$ cat src/rtl/edvt_pkg.sv
// shared types, constants and helpers for the encoder detent value tracker
package edvt_pkg;

  localparam int unsigned VAL_W    = 16;
  localparam int unsigned STEP_W   = 15;
  localparam int unsigned REF_W    = 32;
  localparam int unsigned IDX_W    = 3;
  localparam int unsigned DVD_W    = VAL_W + 1;
  localparam int unsigned QUO_W    = DVD_W + 1;
  localparam int unsigned WRK_W    = 24;
  localparam int unsigned PROD_W   = WRK_W + STEP_W + 1;
  localparam int unsigned DIV_STEPS = DVD_W;
  localparam int unsigned DIV_CNT_W = $clog2(DIV_STEPS + 1);

  localparam logic signed [VAL_W-1:0] VAL_MAX = 16'sh7fff;
  localparam logic signed [VAL_W-1:0] VAL_MIN = -16'sh8000;

  typedef enum logic [IDX_W-1:0] {
    REG_MIN_LIMIT   = 3'd0,
    REG_MAX_LIMIT   = 3'd1,
    REG_STEP_SIZE   = 3'd2,
    REG_SKIP_ENABLE = 3'd3,
    REG_START_VALUE = 3'd4
  } cfg_reg_t;

  typedef enum logic [2:0] {
    ST_IDLE,
    ST_DIV_HI,
    ST_DIV_LO,
    ST_PULL_HI,
    ST_PULL_LO,
    ST_DETENT,
    ST_MUL,
    ST_VALUE
  } state_t;

  typedef struct packed {
    logic                    start;
    logic signed [DVD_W-1:0] dividend;
    logic [STEP_W-1:0]       divisor;
  } div_req_t;

  typedef struct packed {
    logic                    done;
    logic signed [QUO_W-1:0] quotient;
  } div_rsp_t;

  function automatic logic signed [VAL_W-1:0] sat_val(input logic signed [PROD_W-1:0] v);
    logic signed [PROD_W-1:0] hi;
    logic signed [PROD_W-1:0] lo;
    hi = PROD_W'(VAL_MAX);
    lo = PROD_W'(VAL_MIN);
    if (v > hi) return VAL_MAX;
    if (v < lo) return VAL_MIN;
    return v[VAL_W-1:0];
  endfunction

endpackage

$ cat src/rtl/encoder_detent_value_tracker_core.sv
// encoder detent value tracker: top level with sequencer, datapath and config registers
// a beat runs two divisions by the step size on the shared divider, then the sequencer
//   states that pull the reference, count detents, multiply and form the value
// in_ready only while idle, one beat at a time; a waiting result
//   does not block the next input beat until the following result must be written
// reset: synchronous active low, limits 0, step 1, skip off, start 0, reference and value 0
module encoder_detent_value_tracker_core (
  input  logic                clk,
  input  logic                rst_n,
  input  logic                in_valid,
  output logic                in_ready,
  input  logic signed [15:0]  in_count_sample,
  output logic                out_valid,
  input  logic                out_ready,
  output logic signed [15:0]  out_setting_value,
  output logic signed [15:0]  out_detents_seen,
  input  logic                cfg_we,
  input  logic [2:0]          cfg_index,
  input  logic [15:0]         cfg_data
);
  import edvt_pkg::*;

  state_t                    state_r, state_nxt;
  logic signed [VAL_W-1:0]   min_r, min_nxt;
  logic signed [VAL_W-1:0]   max_r, max_nxt;
  logic [STEP_W-1:0]         step_r, step_nxt;
  logic                      skip_r, skip_nxt;
  logic signed [VAL_W-1:0]   start_r, start_nxt;
  logic signed [REF_W-1:0]   ref_r, ref_nxt;
  logic signed [VAL_W-1:0]   cur_r, cur_nxt;
  logic signed [VAL_W-1:0]   cnt_r, cnt_nxt;
  logic signed [QUO_W-1:0]   qhi_r, qhi_nxt;
  logic signed [QUO_W-1:0]   qlo_r, qlo_nxt;
  logic signed [WRK_W-1:0]   wref_r, wref_nxt;
  logic signed [WRK_W-1:0]   det_r, det_nxt;
  logic signed [PROD_W-1:0]  prod_r, prod_nxt;
  logic                      ovld_r, ovld_nxt;
  logic signed [VAL_W-1:0]   oval_r, oval_nxt;
  logic signed [VAL_W-1:0]   odet_r, odet_nxt;

  div_req_t                  div_req;
  div_rsp_t                  div_rsp;

  logic signed [WRK_W-1:0]   cnt_w;
  logic signed [WRK_W-1:0]   bound;
  logic signed [WRK_W-1:0]   gap;
  logic signed [WRK_W-1:0]   diff;
  logic signed [WRK_W-1:0]   ref_end;
  logic signed [PROD_W-1:0]  sum;
  logic signed [PROD_W-1:0]  step_w;
  logic                      in_acc;
  logic                      out_free;

  edvt_div u_div (
    .clk (clk),
    .rst_n (rst_n),
    .req (div_req),
    .rsp (div_rsp)
  );

  assign in_acc   = in_valid && in_ready;
  assign out_free = !ovld_r || out_ready;
  assign cnt_w    = WRK_W'(cnt_r);
  assign step_w   = PROD_W'($signed({1'b0, step_r}));

  always_comb begin
    state_nxt = state_r;
    min_nxt   = min_r;
    max_nxt   = max_r;
    step_nxt  = step_r;
    skip_nxt  = skip_r;
    start_nxt = start_r;
    ref_nxt   = ref_r;
    cur_nxt   = cur_r;
    cnt_nxt   = cnt_r;
    qhi_nxt   = qhi_r;
    qlo_nxt   = qlo_r;
    wref_nxt  = wref_r;
    det_nxt   = det_r;
    prod_nxt  = prod_r;
    ovld_nxt  = ovld_r && !out_ready;
    oval_nxt  = oval_r;
    odet_nxt  = odet_r;
    bound     = '0;
    gap       = '0;
    diff      = '0;
    ref_end   = '0;
    sum       = '0;
    in_ready  = (state_r == ST_IDLE);
    div_req.start    = 1'b0;
    div_req.divisor  = step_r;
    div_req.dividend = (state_r == ST_IDLE) ? DVD_W'(max_r) - DVD_W'(cur_r)
                                            : DVD_W'(cur_r) - DVD_W'(min_r);

    if (cfg_we) begin
      case (cfg_index)
        REG_MIN_LIMIT:   min_nxt = $signed(cfg_data);
        REG_MAX_LIMIT:   max_nxt = $signed(cfg_data);
        REG_STEP_SIZE:   step_nxt = cfg_data[STEP_W-1:0];
        REG_SKIP_ENABLE: skip_nxt = cfg_data[0];
        REG_START_VALUE: start_nxt = $signed(cfg_data);
        default: ;
      endcase
      if (cfg_index inside {REG_MIN_LIMIT, REG_MAX_LIMIT, REG_STEP_SIZE,
                            REG_SKIP_ENABLE, REG_START_VALUE}) begin
        ref_nxt = '0;
        cur_nxt = start_nxt;
      end
    end

    case (state_r)
      ST_IDLE: begin
        if (in_valid) begin
          div_req.start = 1'b1;
          cnt_nxt       = in_count_sample;
          wref_nxt      = ref_r[WRK_W-1:0];
          state_nxt     = ST_DIV_HI;
        end
      end
      ST_DIV_HI: begin
        if (div_rsp.done) begin
          qhi_nxt       = div_rsp.quotient;
          div_req.start = 1'b1;
          state_nxt     = ST_DIV_LO;
        end
      end
      ST_DIV_LO: begin
        if (div_rsp.done) begin
          qlo_nxt   = div_rsp.quotient;
          state_nxt = ST_PULL_HI;
        end
      end
      ST_PULL_HI: begin
        bound = wref_r + WRK_W'($signed({qhi_r, 2'b00}));
        gap   = cnt_w - bound;
        if (cnt_w > bound) wref_nxt = wref_r + $signed({gap[WRK_W-1:2], 2'b00});
        state_nxt = ST_PULL_LO;
      end
      ST_PULL_LO: begin
        bound = wref_r - WRK_W'($signed({qlo_r, 2'b00}));
        gap   = bound - cnt_w;
        if (cnt_w < bound) wref_nxt = wref_r - $signed({gap[WRK_W-1:2], 2'b00});
        state_nxt = ST_DETENT;
      end
      ST_DETENT: begin
        // truncate toward zero: bias negative differences by three
        diff      = cnt_w - wref_r;
        diff      = diff + $signed({{(WRK_W-2){1'b0}}, {2{diff[WRK_W-1]}}});
        det_nxt   = diff >>> 2;
        state_nxt = ST_MUL;
      end
      ST_MUL: begin
        prod_nxt  = PROD_W'(det_r) * step_w;
        state_nxt = ST_VALUE;
      end
      ST_VALUE: begin
        if (out_free) begin
          if (skip_r) begin
            sum = PROD_W'(cur_r) + prod_r;
          end else if (det_r > 0) begin
            sum = PROD_W'(cur_r) + step_w;
          end else if (det_r < 0) begin
            sum = PROD_W'(cur_r) - step_w;
          end else begin
            sum = PROD_W'(cur_r);
          end
          ref_end   = wref_r + $signed({det_r[WRK_W-3:0], 2'b00});
          cur_nxt   = sat_val(sum);
          ref_nxt   = REF_W'(ref_end);
          ovld_nxt  = 1'b1;
          oval_nxt  = sat_val(sum);
          odet_nxt  = sat_val(PROD_W'(det_r));
          state_nxt = ST_IDLE;
        end
      end
      default: state_nxt = ST_IDLE;
    endcase
  end

  always_ff @(posedge clk) begin
    if (!rst_n) begin
      state_r <= ST_IDLE;
      min_r   <= '0;
      max_r   <= '0;
      step_r  <= STEP_W'(1);
      skip_r  <= 1'b0;
      start_r <= '0;
      ref_r   <= '0;
      cur_r   <= '0;
      ovld_r  <= 1'b0;
    end else begin
      state_r <= state_nxt;
      min_r   <= min_nxt;
      max_r   <= max_nxt;
      step_r  <= step_nxt;
      skip_r  <= skip_nxt;
      start_r <= start_nxt;
      ref_r   <= ref_nxt;
      cur_r   <= cur_nxt;
      ovld_r  <= ovld_nxt;
    end
    cnt_r  <= cnt_nxt;
    qhi_r  <= qhi_nxt;
    qlo_r  <= qlo_nxt;
    wref_r <= wref_nxt;
    det_r  <= det_nxt;
    prod_r <= prod_nxt;
    oval_r <= oval_nxt;
    odet_r <= odet_nxt;
  end

  assign out_valid         = ovld_r;
  assign out_setting_value = oval_r;
  assign out_detents_seen  = odet_r;

  a_busy_after_beat: assert property (@(posedge clk) disable iff (!rst_n)
    in_acc |=> !in_ready)
    else $error("input accepted again before the sample was processed");

  a_div_done_in_div: assert property (@(posedge clk) disable iff (!rst_n)
    div_rsp.done |-> (state_r == ST_DIV_HI || state_r == ST_DIV_LO))
    else $error("divider finished outside a division phase");

  a_cfg_clears_ref: assert property (@(posedge clk) disable iff (!rst_n)
    (cfg_we && state_r == ST_IDLE && !in_valid && cfg_index == REG_STEP_SIZE)
      |=> (ref_r == '0))
    else $error("configuration write did not clear the reference count");

  a_result_at_end: assert property (@(posedge clk) disable iff (!rst_n)
    (state_r == ST_VALUE && out_free) |=> (out_valid && state_r == ST_IDLE))
    else $error("result not presented when the sample finished");

endmodule

$ cat src/rtl/edvt_div.sv
// iterative restoring divider, signed dividend by unsigned step, truncating
module edvt_div (
  input  logic               clk,
  input  logic               rst_n,
  input  edvt_pkg::div_req_t req,
  output edvt_pkg::div_rsp_t rsp
);
  import edvt_pkg::*;

  logic                  busy_r, busy_nxt;
  logic                  done_r, done_nxt;
  logic [DIV_CNT_W-1:0]  cnt_r, cnt_nxt;
  logic                  neg_r, neg_nxt;
  logic                  zero_r, zero_nxt;
  logic [DVD_W-1:0]      quo_r, quo_nxt;
  logic [STEP_W-1:0]     rem_r, rem_nxt;
  logic [STEP_W-1:0]     dsr_r, dsr_nxt;

  logic [STEP_W:0]       trial;
  logic [STEP_W:0]       diff;
  logic                  fits;
  logic signed [QUO_W-1:0] qmag;

  always_comb begin
    trial    = {rem_r, quo_r[DVD_W-1]};
    diff     = trial - {1'b0, dsr_r};
    fits     = trial >= {1'b0, dsr_r};
    busy_nxt = busy_r;
    done_nxt = 1'b0;
    cnt_nxt  = cnt_r;
    neg_nxt  = neg_r;
    zero_nxt = zero_r;
    quo_nxt  = quo_r;
    rem_nxt  = rem_r;
    dsr_nxt  = dsr_r;
    if (req.start) begin
      busy_nxt = 1'b1;
      cnt_nxt  = '0;
      neg_nxt  = req.dividend[DVD_W-1];
      zero_nxt = (req.divisor == '0);
      quo_nxt  = req.dividend[DVD_W-1] ? DVD_W'(-req.dividend) : DVD_W'(req.dividend);
      rem_nxt  = '0;
      dsr_nxt  = req.divisor;
    end else if (busy_r) begin
      rem_nxt = fits ? diff[STEP_W-1:0] : trial[STEP_W-1:0];
      quo_nxt = {quo_r[DVD_W-2:0], fits};
      cnt_nxt = cnt_r + 1'b1;
      if (cnt_r == DIV_CNT_W'(DIV_STEPS - 1)) begin
        busy_nxt = 1'b0;
        done_nxt = 1'b1;
      end
    end
  end

  always_ff @(posedge clk) begin
    if (!rst_n) begin
      busy_r <= 1'b0;
      done_r <= 1'b0;
    end else begin
      busy_r <= busy_nxt;
      done_r <= done_nxt;
    end
    cnt_r  <= cnt_nxt;
    neg_r  <= neg_nxt;
    zero_r <= zero_nxt;
    quo_r  <= quo_nxt;
    rem_r  <= rem_nxt;
    dsr_r  <= dsr_nxt;
  end

  always_comb begin
    qmag         = $signed({1'b0, quo_r});
    rsp.done     = done_r;
    rsp.quotient = zero_r ? '0 : (neg_r ? -qmag : qmag);
  end

endmodule

$ cat config.mk
export PLATFORM = sky130hd
export DESIGN_NAME = encoder_detent_value_tracker_core
export DESIGN_NICKNAME = d
export VERILOG_FILES = /design/src/rtl/edvt_pkg.sv /design/src/rtl/encoder_detent_value_tracker_core.sv /design/src/rtl/edvt_div.sv
export SDC_FILE = /design/constraint.sdc
export NUM_CORES = 2
export LEC_CHECK = 0
export ABC_AREA = 1
export BUFFER_PORTS_ARGS = -buffer_cell sky130_fd_sc_hd__buf_2
export CORE_MARGIN = 8
export CORE_UTILIZATION = 71
export CTS_CLUSTER_DIAMETER = 40
export DETAILED_ROUTE_END_ITERATION = 10
export MAX_ROUTING_LAYER = met4
export PLACE_DENSITY = 0.95
export SETUP_SLACK_MARGIN = 0.02
export SYNTH_ARGS = -nofsm -noshare
export SYNTH_HDL_FRONTEND = slang
export SYNTH_SLANG_ARGS = --single-unit
$ cat constraint.sdc
create_clock -name clk -period 9.07 [get_ports clk]
set_input_delay 1.814 -clock clk [delete_from_list [all_inputs] [get_ports clk]]
set_output_delay 1.814 -clock clk [all_outputs]
set_load 0.02 [all_outputs]
==> summary.txt <==
Status
  • Status: finished with violations
  • Failing checks: design-rule violations

Synthesis
  • Post-Synth Adder-Cell Area: 0.273
  • Post-Synth XOR/XNOR Area: 0.0425
  • Synth Area in Compound Gates: 0.130
  • Ys Warns: 0
  • Syn Area/Cell: 7.17 sq um
  • Post-synth EDFFs: 202
  • Post-synthesis mux area share: 0.000242
  • Flops & latches, synth: 332
  • Synth Instances: 5774
  • Async SR Flop Fraction: 0
  • Largest family of logic cells by synthesized area: adder cells
  • Post-synth net total: 6517
  • Sequential share of the synthesized area: 0.210
  • Synthesized area: 0.0414 sq mm
  • Post-Synth Simple-Gate Area: 0.222
  • Synth unique cells: 58
  • Top FF cell, synth: edfxtp_1

Pwr
  • PwrDens: 338 mW/mm^2
  • Leakage power: 22.6 nW
  • Maximum VDD drop: 0.347 mV
  • Pwr Total: 0.0150 W

Timing
  • Final setup fails: 0
  • Slew HR: 0.149
  • Tcrit/Tclk final: 0.809
  • Fmax: 0.136 GHz
  • Fin crit period: 7.34 ns
  • Setup_tns: 0 ns
  • Setup Skew: 0.0894 ns
  • Worst-margin pin slew: 1.28 ns
  • Slew Viols, Final: 0
  • RSZ-0062 raised after global routing: false
  • Fin. Hold Viols: 0
  • Fin worst setup slack: 1.73 ns

Worst hold path
  • Worst Hold Depth: 2
  • Worst min-delay path class: reg2reg

Layout
  • NumNets Final: 6526
  • Commonest cells after routing, fill and taps aside: nand2_1 (1387), inv_1 (1151), a21oi_1 (463)
  • Layout cells sized above 1: 0.0485
  • FILL cells: 4062
  • Synth-to-layout area growth: 7.58%
  • Register area: 0.00867 sq mm
  • Final instance area: 0.0445 sq mm
  • Commonest non-fill, non-tap cell in the layout: nand2_1
  • Area of the multi-input gates: 0.0277 sq mm
  • Cell Count, Final, Fillers Out: 6604

Clocking
  • H-tree depth reported by CTS: 2
  • Clk pin slew, worst setup/hold paths: 0.06 ns
  • Clock Latency Late Sink: 0.69 ns
  • Hold_buf cts: 0
  • Cts bufs inserted: 60
  • CTS Sinks: 332
  • # resized after CTS: 0
  • Clock root buffer: clkbuf_16
  • CTS tree: built
  • CTS max path bufs: 3
  • Postcts setup bufs: 0

Placement
  • Dpl cell area: 0.0424 sq mm
  • Placed wire-length estimate: 103000 um
  • Placed instance count: 6486
  • Setup slack at placement: 2.05 ns
  • GPL Wtd Cong: 1.08
  • Port bufs: 73

Setup path
  • Reg2Reg Setup Slack: 1.73 ns
  • Reg2reg path depth: 22
  • CP endpoint: prod_r[34]$_DFFE_PP_
  • R2r startpoint: step_r[12]$_SDFFE_PN0P_
  • Req. time, crit path: 9.42 ns
  • Setup crit start: step_r[12]$_SDFFE_PN0P_
  • Crit path arrival time: 7.69 ns
  • Crit path kind: reg2reg
  • CP max FO: 26
  • CP Capture Type: flop
  • Crit path launch type: flop
  • Worst r2r dst: prod_r[34]$_DFFE_PP_

Route
  • Drt total wl: 134000 um
  • Post-route ant nets: 0
  • Top Layer Used: met4
  • Met3 WL: 16200 um
  • DRT Pass-1 Iters: 11
  • Detail-routed net length per standard cell: 20.2 um
  • Wire length on met1: 47700 um
  • WL met2: 59700 um
  • DR iter-0 viols: 5212
  • # DRC: 1
  • Drt via density: 6.13
  • Via count: 40500

GRT
  • Total GRT Usage: 0.410
  • Initial antenna violation count: 4
  • First-pass GRT wire length: 212000 um
  • Largest net degree at the start of global routing: 58
  • Via count of the first global-routing pass: 40300
  • Remaining global-route overflow: 0

Floorplan
  • Starting Density: 0.717
  • Row cnt: 88
  • Die width: 257 um
  • Boundary Pins: 74
  • Core area: 0.0577 sq mm
  • DIE HEIGHT: 257 um
  • Full die area: 0.0663 sq mm

Run
  • # Max-Cap Violations: 0
Yosys cell counts (4+ instances only):
cell type | n | area share
nor2_1 | 342 | 0.031
o31ai_1 | 4 | 0.00073
or2_2 | 21 | 0.0032
a32o_1 | 4 | 0.00097
nand4_1 | 52 | 0.0079
dfxtp_1 | 130 | 0.063
nor4_1 | 20 | 0.0030
o211ai_1 | 21 | 0.0038
nand2_2 | 10 | 0.0015
a31oi_1 | 37 | 0.0056
buf_1 | 4 | 0.00036
o221ai_1 | 9 | 0.0019
a211oi_1 | 21 | 0.0038
a21oi_1 | 463 | 0.056
xor2_1 | 126 | 0.027
nor3_1 | 83 | 0.010
a21o_1 | 17 | 0.0031
inv_2 | 7 | 0.00064
edfxtp_1 | 202 | 0.15
o22ai_1 | 8 | 0.0012
nor3b_1 | 4 | 0.00073
ha_1 | 368 | 0.11
nand3_1 | 266 | 0.032
a221oi_1 | 4 | 0.00085
xnor2_1 | 75 | 0.016
nand3b_1 | 17 | 0.0031
and3_1 | 4 | 0.00060
o21a_1 | 11 | 0.0020
nand2_1 | 1387 | 0.13
and2_1 | 4 | 0.00060
o21bai_1 | 25 | 0.0045
a21boi_0 | 10 | 0.0018
clkbuf_1 | 145 | 0.013
o21ai_0 | 334 | 0.040
buf_2 | 13 | 0.0016
inv_1 | 1152 | 0.10
fa_1 | 335 | 0.16
area by class of cell:
type	instances	share of cell area
multi-input combinational	4113	0.622
sequential	332	0.195
inverter	1161	0.0979
clock buffer	65	0.0349
tap	765	0.0215
timing repair buffer	115	0.0153
clock inverter	49	0.0130
antenna	4	0.000225
worst max-delay path, stage by stage, from the launching register on:
cell	delay, ns
dfxtp_1	1.17
nand2_1	0.13
inv_1	0.14
fa_1	0.45
fa_1	0.51
inv_1	0.06
fa_1	0.52
fa_1	0.54
fa_1	0.57
inv_1	0.07
fa_1	0.50
ha_1	0.41
nand2_1	0.14
nor2_1	0.17
inv_1	0.09
nor4_1	0.47
a21oi_1	0.20
o21ai_0	0.37
nand3_1	0.13
nand2_1	0.14
nand2_1	0.06
nand2_1	0.08
xor2_1	0.07
worst min-delay path by stage:
stage / from / to / slack, ns
2_1_floorplan: u_div.cnt_r[4]$_SDFFE_PP0P_ / u_div.cnt_r[4]$_SDFFE_PP0P_ / 0.42
3_3_place_gp: u_div.cnt_r[4]$_SDFFE_PP0P_ / u_div.cnt_r[4]$_SDFFE_PP0P_ / 0.44
3_5_place_dp: ref_r[21]$_SDFF_PN0_ / ref_r[21]$_SDFF_PN0_ / 0.46
4_1_cts: ref_r[19]$_SDFF_PN0_ / ref_r[19]$_SDFF_PN0_ / 0.46
5_1_grt: ref_r[22]$_SDFF_PN0_ / ref_r[22]$_SDFF_PN0_ / 0.48
6_report: ref_r[19]$_SDFF_PN0_ / ref_r[19]$_SDFF_PN0_ / 0.47
power breakdown:
part           switching (W)  leakage, nW  internal, W
Sequential          0.000399         2.93      0.00202
Clock               0.000947         1.03      0.00143
Combinational        0.00677         18.6      0.00348
Total                0.00812         22.6      0.00693
registers in the layout, summed over array words and instances, names as in the netlist, 5 cells and up:
register and flops:
prod_r 38, qlo_r 18, cnt_r 16, qhi_r 18, out_detents_seen 16, cur_r 16, wref_r 24, out_setting_value 16
u_div.cnt_r 5, det_r 22, ref_r 24, max_r 16, u_div.rem_r 15, start_r 16, u_div.quo_r 17, min_r 16
step_r 15, u_div.dsr_r 15
metrics by stage:
step,util,hold WS (ns)
CTS,0.771,0.465
detailed placement,0.734,0.456
global route,0.772,0.478
global placement,0.734,0.443
floorplan,-,0.423
finish,0.772,0.467
routing by layer:
layer	global-route usage	up-vias
met3	0.0897	708
met5	-	-
met4	0.254	0
met1	0.486	18500
met2	0.635	2804
li1	-	18400
kinds of logic (layout without fill, tap and decap cells):
kind of cell / Yosys count / count (layout)
buf+inv: 1329 / 1390
mux: 1 / 1
flops: 332 / 332
xor+xnor: 201 / 201
compound gates: 986 / 986
other cells: 0 / 4
fa+ha+maj: 703 / 703
simple gates: 2222 / 2222
Note: power is estimated with default switching activity, not from simulation.
